## src/hdl/isotp_receive_reassembler_top_assert.svh

```systemverilog
// ----------------------------------------------------------------------------
// ISO-TP receive reassembler assertion macros
// Concurrent assertion helpers, compiled out when NO_ASSERTIONS is set.
// ----------------------------------------------------------------------------
`ifndef ISOTP_RECEIVE_REASSEMBLER_TOP_ASSERT_SVH
`define ISOTP_RECEIVE_REASSEMBLER_TOP_ASSERT_SVH

`ifndef NO_ASSERTIONS
`define ISOTP_ASSERT(name, prop) \
  name: assert property (@(posedge clk_i) disable iff (!rst_ni) (prop)) \
    else $error("isotp assertion failed");
`define ISOTP_ASSERT_IMPL(name, pre, post) \
  name: assert property (@(posedge clk_i) disable iff (!rst_ni) (pre) |-> (post)) \
    else $error("isotp implication failed");
`define ISOTP_ASSERT_NEXT(name, pre, post) \
  name: assert property (@(posedge clk_i) disable iff (!rst_ni) (pre) |=> (post)) \
    else $error("isotp next-cycle check failed");
`else
`define ISOTP_ASSERT(name, prop)
`define ISOTP_ASSERT_IMPL(name, pre, post)
`define ISOTP_ASSERT_NEXT(name, pre, post)
`endif

`endif

```

## src/hdl/isotp_pkg.sv

```systemverilog
// ----------------------------------------------------------------------------
// ISO-TP receive reassembler package
// Shared constants, codes and types of the reassembler.
// ----------------------------------------------------------------------------
package isotp_pkg;

  localparam int BUFFER_BYTES = 512;
  localparam int LANES        = 7;
  localparam int CNT_W        = $clog2(LANES + 1);
  localparam int TOT_W        = $clog2(LANES + 3);
  localparam int IDX_W        = 9;
  localparam int LINES_W      = 10;
  localparam int LEN_W        = 12;
  localparam int REM_W        = 12;
  localparam int POS_W        = $clog2(BUFFER_BYTES + 1);
  localparam int TICK_W       = 16;
  localparam int BS_W         = 8;
  localparam int ID_W         = 11;
  localparam int PADDR_W      = 4;
  localparam int LINE_SHIFT   = 16;

  localparam logic [POS_W-1:0]   POS_LIMIT   = POS_W'(BUFFER_BYTES - 6);
  localparam logic [POS_W-1:0]   FRAME_STEP  = POS_W'(7);
  localparam logic [LEN_W-1:0]   FIRST_BYTES = LEN_W'(6);
  localparam logic [13:0]        LINE_RECIP  = 14'd9363;
  localparam logic [LINES_W-1:0] ONE_LINE    = LINES_W'(1);

  localparam logic [3:0] PCI_FIRST    = 4'h1;
  localparam logic [3:0] PCI_CONSEC   = 4'h2;
  localparam logic [7:0] PCI_SINGLE   = 8'h10;
  localparam logic [7:0] NEG_RESPONSE = 8'h7F;

  localparam logic [1:0] REG_RESPONSE_ID = 2'd0;
  localparam logic [1:0] REG_BLOCK_SIZE  = 2'd1;
  localparam logic [1:0] REG_TIMEOUT     = 2'd2;

  localparam logic [ID_W-1:0]   RESET_RESPONSE_ID = ID_W'(2031);
  localparam logic [BS_W-1:0]   RESET_BLOCK_SIZE  = BS_W'(8);
  localparam logic [TICK_W-1:0] RESET_TIMEOUT     = TICK_W'(1000);

  typedef enum logic [1:0] {
    KIND_DATA    = 2'd0,
    KIND_FLOW    = 2'd1,
    KIND_DONE    = 2'd2,
    KIND_TIMEOUT = 2'd3
  } kind_e;

  typedef enum logic [1:0] {
    MODE_FRAME = 2'd0,
    MODE_TICK  = 2'd1,
    MODE_START = 2'd2
  } mode_e;

  typedef enum logic [1:0] {
    PH_IDLE   = 2'd0,
    PH_FIRST  = 2'd1,
    PH_CONSEC = 2'd2
  } phase_e;

  typedef struct packed {
    logic             en;
    logic [IDX_W-1:0] idx;
    logic [7:0]       val;
  } lane_t;

  typedef struct packed {
    logic [CNT_W-1:0]   n;
    logic [1:0]         tails;
    kind_e              tail0;
    kind_e              tail1;
    logic [LINES_W-1:0] lines;
  } job_t;

  typedef struct packed {
    logic active;
    logic last;
  } merge_st_t;

  function automatic logic [LINES_W-1:0] line_count(input logic [LEN_W-1:0] len);
    logic [LEN_W:0]    y;
    logic [LEN_W+14:0] prod;
    y    = {1'b0, len} + (LEN_W+1)'(7);
    prod = (LEN_W+15)'(y) * (LEN_W+15)'(LINE_RECIP);
    return prod[LINE_SHIFT +: LINES_W];
  endfunction

endpackage

```

## src/hdl/isotp_receive_reassembler_top.sv

```systemverilog
// ----------------------------------------------------------------------------
// ISO-TP receive reassembler
// Rebuilds one diagnostic response from received CAN frames, emitting byte
// writes, flow control requests and completion or timeout reports.
//
//   channel  handshake              payload
//   in       in_valid_i/in_ready_o  mode, can_id, frame_length, pci, payload_1..7
//   out      out_valid_o/out_ready_i kind, byte_index, byte_value, line_count, last
//   cfg      psel/penable/pwrite    paddr, pwdata, prdata (pready tied high)
//
// A word with results holds the output stage until its last result leaves; a
// word with no result loads nothing. Seven byte lanes decode the payload in the
// accept cycle; the merge stage hands out one result per cycle while out_ready_i
// is high, up to nine results per word. A new word is taken in the cycle the
// last result leaves. Async reset clears the transfer and presets the registers.
// ----------------------------------------------------------------------------
module isotp_receive_reassembler_top import isotp_pkg::*; (
  input  logic               clk_i,
  input  logic               rst_ni,
  input  logic               in_valid_i,
  output logic               in_ready_o,
  input  logic [1:0]         mode_i,
  input  logic [ID_W-1:0]    can_id_i,
  input  logic [3:0]         frame_length_i,
  input  logic [7:0]         pci_byte_i,
  input  logic [7:0]         payload_1_i,
  input  logic [7:0]         payload_2_i,
  input  logic [7:0]         payload_3_i,
  input  logic [7:0]         payload_4_i,
  input  logic [7:0]         payload_5_i,
  input  logic [7:0]         payload_6_i,
  input  logic [7:0]         payload_7_i,
  output logic               out_valid_o,
  input  logic               out_ready_i,
  output logic [1:0]         kind_o,
  output logic [IDX_W-1:0]   byte_index_o,
  output logic [7:0]         byte_value_o,
  output logic [LINES_W-1:0] line_count_o,
  output logic               last_o,
  input  logic               psel,
  input  logic               penable,
  input  logic               pwrite,
  input  logic [PADDR_W-1:0] paddr,
  input  logic [31:0]        pwdata,
  output logic [31:0]        prdata,
  output logic               pready
);

  logic [ID_W-1:0]   resp_id_q;
  logic [BS_W-1:0]   block_size_q;
  logic [TICK_W-1:0] timeout_q;

  phase_e            phase_q, phase_d;
  logic [REM_W-1:0]  remaining_q, remaining_d;
  logic [POS_W-1:0]  wpos_q, wpos_d;
  logic [BS_W-1:0]   fib_q, fib_d;
  logic [TICK_W-1:0] elapsed_q, elapsed_d;
  logic [LEN_W-1:0]  total_q, total_d;

  merge_st_t         merge_st;
  job_t              job;
  lane_t             lanes [LANES];
  logic [7:0]        payload [LANES];
  logic [CNT_W-1:0]  lane_cnt;
  logic [IDX_W-1:0]  lane_base;
  logic              accept;
  logic              load;
  logic              cfg_write;

  logic [CNT_W-1:0]   byte_n;
  logic [CNT_W-1:0]   used;
  logic [REM_W-1:0]   rem_sub;
  logic [BS_W-1:0]    blk_cnt;
  logic               blk_hit;
  logic [TICK_W-1:0]  elapsed_inc;
  logic [TICK_W-1:0]  tick_lim;
  logic [LEN_W-1:0]   first_len;
  logic [LINES_W-1:0] lines_total;

  // configuration port
  assign pready    = 1'b1;
  assign cfg_write = psel && penable && pwrite;

  always_ff @(posedge clk_i or negedge rst_ni) begin
    if (!rst_ni) begin
      resp_id_q    <= RESET_RESPONSE_ID;
      block_size_q <= RESET_BLOCK_SIZE;
      timeout_q    <= RESET_TIMEOUT;
    end else if (cfg_write) begin
      if (paddr[3:2] == REG_RESPONSE_ID) resp_id_q    <= pwdata[ID_W-1:0];
      if (paddr[3:2] == REG_BLOCK_SIZE)  block_size_q <= pwdata[BS_W-1:0];
      if (paddr[3:2] == REG_TIMEOUT)     timeout_q    <= pwdata[TICK_W-1:0];
    end
  end

  always_comb begin
    prdata = '0;
    if (paddr[3:2] == REG_RESPONSE_ID) prdata = 32'(resp_id_q);
    if (paddr[3:2] == REG_BLOCK_SIZE)  prdata = 32'(block_size_q);
    if (paddr[3:2] == REG_TIMEOUT)     prdata = 32'(timeout_q);
  end

  // byte lanes
  assign payload[0] = payload_1_i;
  assign payload[1] = payload_2_i;
  assign payload[2] = payload_3_i;
  assign payload[3] = payload_4_i;
  assign payload[4] = payload_5_i;
  assign payload[5] = payload_6_i;
  assign payload[6] = payload_7_i;

  for (genvar g = 0; g < LANES; g++) begin : g_lane
    isotp_byte_lane u_lane (
      .lane_num_i (CNT_W'(g)),
      .count_i    (lane_cnt),
      .base_i     (lane_base),
      .byte_i     (payload[g]),
      .lane_o     (lanes[g])
    );
  end

  // frame decode helpers
  assign byte_n      = (frame_length_i > 4'd7) ? CNT_W'(7) : frame_length_i[CNT_W-1:0];
  assign used        = (frame_length_i > 4'd8) ? CNT_W'(7) :
                       (frame_length_i == 4'd0) ? CNT_W'(0) :
                       CNT_W'(frame_length_i - 4'd1);
  assign rem_sub     = (remaining_q > REM_W'(used)) ? remaining_q - REM_W'(used) : '0;
  assign blk_cnt     = fib_q + BS_W'(1);
  assign blk_hit     = (block_size_q == '0) ? (blk_cnt == '0) : (blk_cnt >= block_size_q);
  assign elapsed_inc = elapsed_q + TICK_W'(1);
  assign tick_lim    = (timeout_q == '0) ? TICK_W'(1) : timeout_q;
  assign first_len   = {pci_byte_i[3:0], payload_1_i};
  assign lines_total = line_count(total_q);

  assign in_ready_o = !merge_st.active || (out_ready_i && merge_st.last);
  assign accept     = in_valid_i && in_ready_o;

  always_comb begin
    phase_d     = phase_q;
    remaining_d = remaining_q;
    wpos_d      = wpos_q;
    fib_d       = fib_q;
    elapsed_d   = elapsed_q;
    total_d     = total_q;
    lane_cnt    = '0;
    lane_base   = '0;
    job.tails   = 2'd0;
    job.tail0   = KIND_FLOW;
    job.tail1   = KIND_DONE;
    job.lines   = '0;
    if (accept) begin
      unique case (mode_e'(mode_i))
        MODE_START: begin
          phase_d     = PH_FIRST;
          remaining_d = '0;
          wpos_d      = '0;
          fib_d       = '0;
          elapsed_d   = '0;
          total_d     = '0;
        end
        MODE_TICK: begin
          if (phase_q != PH_IDLE) begin
            elapsed_d = elapsed_inc;
            if (elapsed_inc >= tick_lim) begin
              job.tails = 2'd1;
              job.tail0 = KIND_TIMEOUT;
              phase_d   = PH_IDLE;
            end
          end
        end
        MODE_FRAME: begin
          if (can_id_i == resp_id_q) begin
            priority if (phase_q == PH_FIRST && pci_byte_i < PCI_SINGLE) begin
              if (payload_1_i != NEG_RESPONSE) begin
                lane_cnt  = byte_n;
                job.tails = 2'd1;
                job.tail0 = KIND_DONE;
                job.lines = ONE_LINE;
                phase_d   = PH_IDLE;
              end
            end else if (phase_q == PH_FIRST && pci_byte_i[7:4] == PCI_FIRST) begin
              total_d   = first_len;
              lane_cnt  = byte_n;
              elapsed_d = '0;
              fib_d     = '0;
              wpos_d    = FRAME_STEP;
              job.tail0 = KIND_FLOW;
              if (first_len <= FIRST_BYTES) begin
                remaining_d = '0;
                job.tails   = 2'd2;
                job.tail1   = KIND_DONE;
                job.lines   = ONE_LINE;
                phase_d     = PH_IDLE;
              end else begin
                remaining_d = first_len - FIRST_BYTES;
                job.tails   = 2'd1;
                phase_d     = PH_CONSEC;
              end
            end else if (phase_q == PH_CONSEC && pci_byte_i[7:4] == PCI_CONSEC) begin
              if (wpos_q < POS_LIMIT) begin
                lane_cnt  = byte_n;
                lane_base = wpos_q[IDX_W-1:0];
                wpos_d    = wpos_q + FRAME_STEP;
              end
              remaining_d = rem_sub;
              fib_d       = blk_hit ? '0 : blk_cnt;
              if (rem_sub == '0) begin
                job.tails = 2'd1;
                job.tail0 = KIND_DONE;
                job.lines = lines_total;
                phase_d   = PH_IDLE;
              end else if (blk_hit) begin
                job.tails = 2'd1;
                job.tail0 = KIND_FLOW;
              end
            end else begin
              phase_d = phase_q;
            end
          end
        end
        default: begin
          phase_d = phase_q;
        end
      endcase
    end
    job.n = lane_cnt;
  end

  assign load = accept && ((lane_cnt != '0) || (job.tails != 2'd0));

  always_ff @(posedge clk_i or negedge rst_ni) begin
    if (!rst_ni) begin
      phase_q     <= PH_IDLE;
      remaining_q <= '0;
      wpos_q      <= '0;
      fib_q       <= '0;
      elapsed_q   <= '0;
      total_q     <= '0;
    end else begin
      phase_q     <= phase_d;
      remaining_q <= remaining_d;
      wpos_q      <= wpos_d;
      fib_q       <= fib_d;
      elapsed_q   <= elapsed_d;
      total_q     <= total_d;
    end
  end

  isotp_result_merge u_merge (
    .clk_i        (clk_i),
    .rst_ni       (rst_ni),
    .load_i       (load),
    .lanes_i      (lanes),
    .job_i        (job),
    .out_ready_i  (out_ready_i),
    .out_valid_o  (out_valid_o),
    .kind_o       (kind_o),
    .byte_index_o (byte_index_o),
    .byte_value_o (byte_value_o),
    .line_count_o (line_count_o),
    .last_o       (last_o),
    .status_o     (merge_st)
  );

endmodule

```

## src/hdl/isotp_byte_lane.sv

```systemverilog
// ----------------------------------------------------------------------------
// ISO-TP byte lane
// Decides whether one payload byte of a frame is written and where.
// ----------------------------------------------------------------------------
module isotp_byte_lane import isotp_pkg::*; (
  input  logic [CNT_W-1:0] lane_num_i,
  input  logic [CNT_W-1:0] count_i,
  input  logic [IDX_W-1:0] base_i,
  input  logic [7:0]       byte_i,
  output lane_t            lane_o
);

  assign lane_o.en  = lane_num_i < count_i;
  assign lane_o.idx = base_i + IDX_W'(lane_num_i);
  assign lane_o.val = byte_i;

endmodule

```

## src/hdl/isotp_result_merge.sv

```systemverilog
// ----------------------------------------------------------------------------
// ISO-TP result merge
// Holds the lane results and trailing reports of one word and hands them
// out one result a cycle while out_ready_i is high.
// ----------------------------------------------------------------------------
`include "isotp_receive_reassembler_top_assert.svh"

module isotp_result_merge import isotp_pkg::*; (
  input  logic               clk_i,
  input  logic               rst_ni,
  input  logic               load_i,
  input  lane_t              lanes_i [LANES],
  input  job_t               job_i,
  input  logic               out_ready_i,
  output logic               out_valid_o,
  output logic [1:0]         kind_o,
  output logic [IDX_W-1:0]   byte_index_o,
  output logic [7:0]         byte_value_o,
  output logic [LINES_W-1:0] line_count_o,
  output logic               last_o,
  output merge_st_t          status_o
);

  logic             active_q, active_d;
  logic [TOT_W-1:0] ptr_q, ptr_d;
  job_t             job_q;
  lane_t            lanes_q [LANES];

  logic [TOT_W-1:0] cur_total;
  logic [TOT_W-1:0] load_total;
  logic [TOT_W-1:0] tail_sel;
  logic             cur_last;
  kind_e            tail_kind;
  lane_t            cur_lane;

  assign cur_total  = TOT_W'(job_q.n) + TOT_W'(job_q.tails);
  assign load_total = TOT_W'(job_i.n) + TOT_W'(job_i.tails);
  assign cur_last   = ptr_q == (cur_total - TOT_W'(1));
  assign tail_sel   = ptr_q - TOT_W'(job_q.n);
  assign tail_kind  = tail_sel[0] ? job_q.tail1 : job_q.tail0;
  assign cur_lane   = lanes_q[ptr_q[CNT_W-1:0]];

  always_comb begin
    if (ptr_q < TOT_W'(job_q.n)) begin
      kind_o       = KIND_DATA;
      byte_index_o = cur_lane.idx;
      byte_value_o = cur_lane.val;
      line_count_o = '0;
    end else begin
      kind_o       = tail_kind;
      byte_index_o = '0;
      byte_value_o = '0;
      line_count_o = (tail_kind == KIND_DONE) ? job_q.lines : '0;
    end
  end

  assign out_valid_o     = active_q;
  assign last_o          = cur_last;
  assign status_o.active = active_q;
  assign status_o.last   = cur_last;

  always_comb begin
    active_d = active_q;
    ptr_d    = ptr_q;
    if (load_i) begin
      active_d = 1'b1;
      ptr_d    = '0;
    end else if (active_q && out_ready_i) begin
      if (cur_last) begin
        active_d = 1'b0;
      end else begin
        ptr_d = ptr_q + TOT_W'(1);
      end
    end
  end

  always_ff @(posedge clk_i or negedge rst_ni) begin
    if (!rst_ni) begin
      active_q <= 1'b0;
    end else begin
      active_q <= active_d;
    end
  end

  always_ff @(posedge clk_i) begin
    ptr_q <= ptr_d;
    if (load_i) begin
      job_q   <= job_i;
      lanes_q <= lanes_i;
    end
  end

  `ISOTP_ASSERT_IMPL(a_load_when_free, load_i, !active_q || (out_ready_i && cur_last))
  `ISOTP_ASSERT_IMPL(a_load_nonempty, load_i, load_total != '0)
  `ISOTP_ASSERT_IMPL(a_ptr_in_range, active_q, ptr_q < cur_total)
  `ISOTP_ASSERT_IMPL(a_data_lane_en, active_q && (ptr_q < TOT_W'(job_q.n)), cur_lane.en)
  `ISOTP_ASSERT_NEXT(a_drain_idle, active_q && out_ready_i && cur_last && !load_i, !active_q)

endmodule

```

## config.mk

```make
export PLATFORM = sky130hd
export DESIGN_NAME = isotp_receive_reassembler_top
export DESIGN_NICKNAME = d
export VERILOG_FILES = /design/src/hdl/isotp_pkg.sv /design/src/hdl/isotp_receive_reassembler_top.sv /design/src/hdl/isotp_byte_lane.sv /design/src/hdl/isotp_result_merge.sv
export VERILOG_INCLUDE_DIRS = /design/src /design/src/hdl
export SDC_FILE = /design/constraint.sdc
export NUM_CORES = 1
export LEC_CHECK = 0
export CAP_MARGIN = 25
export CORE_ASPECT_RATIO = 1.4
export CORE_MARGIN = 3
export CORE_UTILIZATION = 45
export CTS_CLUSTER_SIZE = 24
export DETAILED_ROUTE_END_ITERATION = 8
export DONT_BUFFER_PORTS = 1
export PLACE_DENSITY = 0.63
export SLEW_MARGIN = 20
export SYNTH_ARGS = -nofsm -noshare
export SYNTH_HDL_FRONTEND = slang
export SYNTH_HIERARCHICAL = 1
export SYNTH_SLANG_ARGS = --single-unit
export TNS_END_PERCENT = 50
```

## constraint.sdc

```tcl
create_clock -name clk_i -period 10.6 [get_ports clk_i]
set_input_delay 2.12 -clock clk_i [delete_from_list [all_inputs] [get_ports clk_i]]
set_output_delay 2.12 -clock clk_i [all_outputs]
set_load 0.02 [all_outputs]
```

==> results.txt, run 1 <==
Ratio of cells with drive above 1 in the final layout - 0.0924
Starting Density - 0.460
Final Skew - 15.4 ps
Number of global-route vias before repair - 11.5k
Grt ovf - 0
Syn Inst Count - 1562
Synth warn - 6
Post-DP HPWL - 27.4 mm
CP dominant cell by count - inv_1
Port Buffer Count - 0
CP endpoint kind - flip-flop
Slew HR - 0.329
Setup TNS - 0 ps
Site Rows - 81
Worst Max-Slew Pin Slew - 1010 ps
Critical path type - reg2reg
R2R Path Start - total_q[0]$_DFFE_PN0P_
TritonCTS clock tree - yes
Endpoints failing hold - 0
Synth Cell Area - 16200 sq um
HP Start - remaining_q[0]$_DFFE_PN0P_
Min-delay worst type - reg2reg
Clock slew seen by the registers of the worst setup and hold paths - 60 ps
Setup violators final - 0
Synthesis-to-layout area growth - 6.82%
Die area - 38400 sq um
Total routed wirelength - 36.2 mm
Worst vdd ir - 0.147 mV
Final antenna-violating net count - 0
Hold Crit Endpoint - remaining_q[0]$_DFFE_PN0P_
Pin count of the biggest net entering global routing - 97
Post-Syn Area per Cell - 10.4 sq um
Slew Limit Fails - 0
CP Data Arrival Time - 6510 ps
Fmax - 0.163 GHz
Slowest-stage cell, CP - fa_1
Num CTS Buffers - 26
DR vias - 11.0k
Vias per cell - 5.47
Critical Path Fanout Max - 5
RSZ-0062 raised after global routing - false
Die width - 166 um
WL per Instance - 18.0 um
Htree depth - 1
Max_cap viols - 0
Post-CTS Hold Buffers - 0
Initial antenna violation count - 1
Leakage power - 0.00762 uW
Worst-Skew Late Latency - 540 ps
Detailed Route Iter0 Violations - 729
Die height - 231 um
Hold path cells - 2
Critical path's largest stage delay - 540 ps
R2R depth - 24
Status - completed
Commonest non-fill, non-tap cells in the layout - 140 x ha_1, 138 x edfxtp_1, 137 x nand2_1, 119 x nor2_1, 117 x inv_1
First-pass GRT wire length - 59.5 mm
Setup Buffers After CTS - 0
TritonCTS Sinks - 238
Power Density - 157 nW/um^2
Final Critical Period - 6140 ps
Cts repair resizes - 0
R2r endpoint - u_merge/job_q[3]$_DFFE_PP_
DRC - 0
Required @ worst endpoint - 10980 ps
CP startpoint kind - flip-flop
Reg-to-reg slack, setup - 4460 ps
Final RePlAce weighted congestion - 0.881
CP Cell Sequence - inv_1 -> ha_1 -> nand2b_1 -> and3_1 -> nand2_1 -> xnor2_1 -> ha_1 -> ha_1 -> inv_1 -> fa_1 -> inv_1 -> fa_1 -> inv_1 -> fa_1 -> inv_1 -> ha_1 -> a21oi_1 -> o21ai_0 -> a22oi_1 -> a21o_1 -> nand2b_1 -> a2111oi_0 -> a41oi_1 -> a21oi_1
First-pass detailed-route iteration total - 5
GRT Total Usage - 0.188
Commonest non-fill, non-tap cell in the layout - ha_1
Final net count - 1838
Diodes inserted - 0
IO Count - 189
Total core area - 35300 sq um
Total Power - 2730 uW
Clock buffer depth - 3
Final Cycle Share - 0.579
Clock root cell - clkbuf_16
## final cells by class
class	count	area (sq um)
fillers	3224	17900
multi-input cells	1141	8600
well taps	456	571
repair buffers	15	133
clock buffers	31	691
inverters	117	439
clock inverters	17	249
flip-flops and latches	238	6650
## registers in the layout, summed over array words and instances (netlist names)
name and cells:
phase_q 2, resp_id_q 11, timeout_q 16, u_merge/ptr_q 4, fib_q 8, wpos_q 10, u_merge/lanes_q 119, elapsed_q 16
u_merge/out_valid_o 1, remaining_q 12, total_q 12, block_size_q 8, u_merge/job_q 19
## where the power goes
| group | total, uW | switching, uW | internal [uW] |
|---|---|---|---|
| registers | 1090 | 50.0 | 1040 |
| clock network | 987 | 374 | 613 |
| logic | 655 | 384 | 271 |
## critical path: cells and delay by family, from the launching register on
kind	cells	cell delay (ps)
adders and majority gates	7	2720
and+or+nand+nor	4	530
buffers and inverters	5	320
xor gates and xnor gates	1	410
DFF	1	360
AOI/OAI and AO/OA	7	1650
## how the worst max path moves through the flow
stage               slack [ps]                            end              startpoint
floorplan                 3950  u_merge/ptr_q[2]$_SDFFE_PP0P_       frame_length_i[0]
global placement          4680  u_merge/ptr_q[2]$_SDFFE_PP0P_       frame_length_i[0]
detailed placement        4550     u_merge/job_q[3]$_DFFE_PP_  total_q[0]$_DFFE_PN0P_
CTS                       4500     u_merge/job_q[3]$_DFFE_PP_  total_q[0]$_DFFE_PN0P_
global route              4050     u_merge/job_q[3]$_DFFE_PP_  total_q[0]$_DFFE_PN0P_
finish                    4460     u_merge/job_q[3]$_DFFE_PP_  total_q[0]$_DFFE_PN0P_
## through the flow
stage               setup WS, ps  cells  area, sq um  hold WS (ps)   util
floorplan                   3950   1607        16400           450      -
global placement            4680   1966        16400           467  0.464
detailed placement          4550   1966        16400           481  0.464
CTS                         4500   2014        17300           494  0.491
global route                4050   2015        17300           502  0.491
finish                      4460   2015        17300           488  0.491
## metal layers
metal  GRT usage  vias to the layer above  share of wire
li1            -                     5360              -
met5           0                        -              0
met4      0.0586                        0          0.029
met1       0.225                     5342           0.41
met2       0.339                      267           0.50
met3      0.0403                       60          0.056
Note: power is estimated with default switching activity, not from simulation.
==> run 2: changes to the inputs <==
--- a/config.mk
+++ b/config.mk
@@ -13,7 +13,7 @@
 export CTS_CLUSTER_SIZE = 24
 export DETAILED_ROUTE_END_ITERATION = 8
 export DONT_BUFFER_PORTS = 1
-export PLACE_DENSITY = 0.63
+export PLACE_DENSITY = 0.65
 export SLEW_MARGIN = 20
 export SYNTH_ARGS = -nofsm -noshare
 export SYNTH_HDL_FRONTEND = slang
==> constraint.sdc (replaced) <==
create_clock -name clk_i -period 5.19 [get_ports clk_i]
set_input_delay 1.038 -clock clk_i [delete_from_list [all_inputs] [get_ports clk_i]]
set_output_delay 1.038 -clock clk_i [all_outputs]
set_load 0.02 [all_outputs]
==> results.txt, run 2 (synthesis gave the netlist of run 1 again) <==
Site Rows - 81
Fmax - 0.190 GHz
Num CTS Buffers - 26
Final Cycle Share - 1.01
Final Critical Period - 5250 ps
Commonest non-fill, non-tap cell in the layout - edfxtp_1
GRT Total Usage - 0.189
Required @ worst endpoint - 5580 ps
RSZ-0062 raised after global routing - true
Post-route insts no fill - 2080
R2R Path Start - total_q[4]$_DFFE_PN0P_
Max_cap viols - 0
Initial antenna violation count - 0
Fin util - 0.510
Post-DP HPWL - 27.9 mm
Die height - 231 um
Die width - 166 um
Number of global-route vias before repair - 11.5k
WL per Instance - 17.8 um
Final net count - 1904
Slew Limit Fails - 0
Leakage power - 0.00794 uW
Final antenna-violating net count - 0
Hold slack final - 193 ps
Starting Density - 0.460
Min-delay worst type - in2async
Power Density - 312 nW/um^2
Worst-Skew Late Latency - 540 ps
DR vias - 11.2k
Failing checks - setup timing
CP startpoint kind - flip-flop
CP endpoint kind - flip-flop
Critical Path Fanout Max - 4
Diodes inserted - 0
Status - finished, violations left
Critical path's largest stage delay - 490 ps
TritonCTS clock tree - yes
Port Buffer Count - 0
CP Data Arrival Time - 5640 ps
Vias per cell - 5.40
Reg with most FFs - u_merge/lanes_q
Reg-to-reg slack, setup - -60 ps
First-pass detailed-route iteration total - 5
R2R depth - 23
Slowest-stage cell, CP - fa_1
Placed insts - 2027
Total routed wirelength - 37.0 mm
Largest register FFs - 119
Synthesis-to-layout area growth - 10.7%
DRC - 0
Slew HR - 0.345
R2r endpoint - u_merge/job_q[3]$_DFFE_PP_
Pin count of the biggest net entering global routing - 97
Clock slew seen by the registers of the worst setup and hold paths - 60 ps
CP Cell Sequence - and3_4 -> and3_4 -> and3_4 -> nand3_4 -> xnor2_2 -> ha_1 -> ha_1 -> inv_1 -> fa_1 -> inv_1 -> fa_1 -> inv_1 -> fa_1 -> inv_2 -> ha_4 -> a21oi_1 -> o21ai_2 -> a22oi_2 -> a21o_1 -> nand2b_4 -> a2111oi_4 -> a41oi_2 -> a21oi_2
Clock root cell - clkbuf_16
IO Count - 189
Critical path type - reg2reg
Total core area - 35300 sq um
Worst Max-Slew Pin Slew - 974 ps
Die area - 38400 sq um
TritonCTS Sinks - 238
Ratio of cells with drive above 1 in the final layout - 0.145
Commonest non-fill, non-tap cells in the layout - 138 x edfxtp_1, 136 x nand2_1, 136 x ha_1, 119 x nor2_1, 116 x inv_1
Detailed Route Iter0 Violations - 615
First-pass GRT wire length - 59.8 mm
Final RePlAce weighted congestion - 0.889
Htree depth - 1
Grt ovf - 0
Crit path setup slack, layout - -61.5 ps
Worst vdd ir - 0.302 mV
Final Skew - 10.4 ps
Endpoints failing hold - 0
Setup violators final - 5
Biggest regs - u_merge/lanes_q: 119 flops, u_merge/job_q: 19 flops
Clock buffer depth - 3
## run 2: per-stage QoR
step	instance area (sq um)	setup TNS [ps]	setup WS (ps)	total power, uW
after floorplan	16400	-126	-98.8	3300
after global placement	16900	-2280	-345	3650
after detailed placement	16900	-3310	-471	3700
after CTS	17900	-101	-56.2	5590
after global routing	18000	-2110	-315	5990
final	18000	-251	-61.5	5610
## run 2: layer usage
metal / up-vias / GRT usage / share of wire
met1: 5399 / 0.227 / 0.40
met5: - / 0 / 0
met2: 272 / 0.340 / 0.51
met4: 0 / 0.0575 / 0.029
li1: 5495 / - / -
met3: 64 / 0.0418 / 0.059
## run 2: worst max-delay path: cells and delay by family, from the launching register on
kind	cells	cell delay [ps]
AND/OR/NAND/NOR	5	780
XOR/XNOR	1	160
buffers and inverters	4	200
flip-flops	1	350
adder cells (fa/ha/maj)	6	2260
AO/OA/AOI/OAI	7	1360
## run 2: worst max-delay path by stage
stage	start	to	slack [ps]	cells past startpoint
after floorplan	total_q[3]$_DFFE_PN0P_	u_merge/job_q[3]$_DFFE_PP_	-100	21
after global placement	total_q[3]$_DFFE_PN0P_	u_merge/job_q[8]$_DFFE_PP_	-350	24
after detailed placement	total_q[0]$_DFFE_PN0P_	u_merge/job_q[3]$_DFFE_PP_	-470	24
after CTS	total_q[4]$_DFFE_PN0P_	u_merge/job_q[9]$_DFFE_PP_	-60	22
after global routing	total_q[5]$_DFFE_PN0P_	u_merge/job_q[9]$_DFFE_PP_	-310	22
final	total_q[4]$_DFFE_PN0P_	u_merge/job_q[3]$_DFFE_PP_	-60	23
## run 2: area by class of cell
cell class / instances / area (sq um)
clock buffer: 32 / 704
clock inverter: 15 / 111
fill: 3124 / 17300
inverter: 117 / 439
multi-input combinational: 1141 / 8850
sequential: 238 / 6650
tap: 456 / 571
timing repair buffer: 81 / 646
## run 2: timing repair
item / CTS / global route
endpoints found under the setup margin: 10 / 10
hold buffers: 0 / 0
buffers inserted: 3 / 2
resized for setup: 29 / 12
pin swaps: 33 / 9
## run 2: power by group
group / internal, uW / switching, uW
sequential: 2120 / 102
combinational: 726 / 881
clock: 1010 / 769
total: 3860 / 1750
==> run 3: changes to the inputs <==
--- a/config.mk
+++ b/config.mk
@@ -13,7 +13,7 @@
 export CTS_CLUSTER_SIZE = 24
 export DETAILED_ROUTE_END_ITERATION = 8
 export DONT_BUFFER_PORTS = 1
-export PLACE_DENSITY = 0.65
+export PLACE_DENSITY = 0.7
 export SLEW_MARGIN = 20
 export SYNTH_ARGS = -nofsm -noshare
 export SYNTH_HDL_FRONTEND = slang
==> constraint.sdc (replaced) <==
create_clock -name clk_i -period 6.6 [get_ports clk_i]
set_input_delay 1.32 -clock clk_i [delete_from_list [all_inputs] [get_ports clk_i]]
set_output_delay 1.32 -clock clk_i [all_outputs]
set_load 0.02 [all_outputs]
==> results.txt, run 3 (synthesis gave the netlist of run 1 again) <==
Status - completed
Detailed Route Iter0 Violations - 747
Leakage power - 0.00762 uW
TritonCTS Sinks - 238
Critical Path Fanout Max - 5
Die area - 38400 sq um
Diodes inserted - 0
Internal power - 2980 uW
Fmax - 0.168 GHz
CP startpoint kind - flip-flop
Die height - 231 um
Cts repair resizes - 0
GRT Total Usage - 0.185
CP endpoint kind - flip-flop
Final net count - 1841
Grt ovf - 0
Slew HR - 0.434
TritonCTS clock tree - yes
DRC - 0
Setup TNS - 0 ps
Die width - 166 um
Comb power frac - 0.247
Max_cap viols - 0
Setup Buffers After CTS - 0
Final Skew - 13.6 ps
Slowest-stage cell, CP - fa_1
Worst Max-Slew Pin Slew - 843 ps
Pin count of the biggest net entering global routing - 97
Synthesis-to-layout area growth - 6.75%
CP Data Arrival Time - 6350 ps
Worst-Skew Late Latency - 540 ps
Slew Limit Fails - 0
CP Cell Sequence - and3_1 -> and3_1 -> and3_1 -> nand2_1 -> xnor2_1 -> ha_1 -> ha_1 -> inv_1 -> fa_1 -> inv_1 -> fa_1 -> inv_1 -> fa_1 -> inv_1 -> ha_1 -> a21oi_1 -> o21ai_0 -> a22oi_1 -> a21o_1 -> nand2b_1 -> a2111oi_0 -> a41oi_1 -> a21oi_1
Design area - 17300 sq um
Final RePlAce weighted congestion - 0.878
Total core area - 35300 sq um
CP delay by family, top - adder cells
Critical path type - reg2reg
Clock power frac - 0.345
Number of global-route vias before repair - 11.4k
Setup violators final - 0
Clock slew seen by the registers of the worst setup and hold paths - 60 ps
Critical path buffers and inverters - 4
Final Cycle Share - 0.903
Largest register FFs - 119
Endpoints failing hold - 0
Commonest non-fill, non-tap cell in the layout - ha_1
Net Switching - 1300 uW
Fillers - 3166
DR vias - 11.0k
DP Area - 16400 sq um
Num CTS Buffers - 26
Post-CTS Hold Buffers - 0
CP dominant cell by count - inv_1
Post-DP HPWL - 27.3 mm
Clock buffer depth - 3
Seq pwr share - 0.408
WL per Instance - 17.8 um
Commonest non-fill, non-tap cells in the layout - 140 x ha_1, 138 x edfxtp_1, 137 x nand2_1, 119 x nor2_1, 117 x inv_1
First-pass GRT wire length - 58.9 mm
Net Sw Frac - 0.303
Total routed wirelength - 35.9 mm
Min-delay worst type - in2async
Final antenna-violating net count - 0
Worst vdd ir - 0.215 mV
Initial antenna violation count - 0
Site Rows - 81
Required @ worst endpoint - 6990 ps
Critical path's largest stage delay - 540 ps
First-pass detailed-route iteration total - 5
Ratio of cells with drive above 1 in the final layout - 0.0941
IO Count - 189
Port Buffer Count - 0
Clock root cell - clkbuf_16
Starting Density - 0.460
RSZ-0062 raised after global routing - false
Power Density - 247 nW/um^2
Vias per cell - 5.47
Reg with most FFs - u_merge/lanes_q
Final Critical Period - 5960 ps
Htree depth - 1
Biggest regs - u_merge/lanes_q: 119 flops, u_merge/job_q: 19 flops
-- run 3: metrics by stage --
stage | utilization | std cells | setup WS [ps] | power (uW) | hold slack (ps)
after detailed placement | 0.465 | 1969 | 685 | 2840 | 477
after global placement | 0.465 | 1968 | 751 | 2790 | 471
after floorplan | - | 1607 | 747 | 2600 | 450
final | 0.491 | 2018 | 641 | 4280 | 472
after global routing | 0.491 | 2018 | 148 | 4570 | 444
after CTS | 0.490 | 2017 | 661 | 4330 | 445
-- run 3: cell type report --
| cell class | instances | area (sq um) | area share |
|---|---|---|---|
| inverters | 117 | 439 | 0.0254 |
| clock buffers | 34 | 711 | 0.0410 |
| well taps | 456 | 571 | 0.0329 |
| multi-input cells | 1141 | 8600 | 0.497 |
| clock inverters | 14 | 165 | 0.00953 |
| repair buffers | 18 | 184 | 0.0106 |
| flip-flops and latches | 238 | 6650 | 0.384 |
-- run 3: worst register-to-register path: stages, from the launching register on --
cell       delay, ps
dfrtp_1          430
and3_1           220
and3_1           200
and3_1           180
nand2_1           70
xnor2_1          400
ha_1             330
ha_1             270
inv_1             50
fa_1             500
inv_1             60
fa_1             530
inv_1             60
fa_1             540
inv_1             40
ha_1             320
a21oi_1          120
o21ai_0           90
a22oi_1          440
a21o_1           200
nand2b_1         110
a2111oi_0        440
a41oi_1           90
a21oi_1          140
-- run 3: power by group through the flow --
stage / combinational, uW / sequential [uW] / clock, uW
floorplan: 852 / 1750 / 0
global placement: 1020 / 1770 / 0
detailed placement: 1070 / 1770 / 0
CTS: 1080 / 1750 / 1510
global route: 1240 / 1760 / 1570
finish: 1060 / 1750 / 1480
-- run 3: metal layers --
metal	up-vias	routed length, um	GRT usage
met3	53	2040	0.0351
met5	-	0	0
met2	273	18300	0.338
met4	0	1030	0.0539
met1	5341	14500	0.222
li1	5372	-	-
-- run 3: worst paths after layout --
| path | from | endpoint | slack, ps | depth (start not counted) |
|---|---|---|---|---|
| setup / recovery | total_q[3]$_DFFE_PN0P_ | u_merge/job_q[3]$_DFFE_PP_ | 640 | 23 |
| hold / removal | rst_ni | elapsed_q[12]$_DFFE_PN0P_ | 470 | 0 |
| setup reg to reg | total_q[3]$_DFFE_PN0P_ | u_merge/job_q[3]$_DFFE_PP_ | 640 | 23 |
| hold reg to reg | remaining_q[2]$_DFFE_PN0P_ | remaining_q[2]$_DFFE_PN0P_ | 490 | 2 |
| max in group asynchronous | rst_ni | resp_id_q[6]$_DFFE_PN1P_ | 5930 | 0 |
| min in group clk_i | remaining_q[2]$_DFFE_PN0P_ | remaining_q[2]$_DFFE_PN0P_ | 490 | 2 |
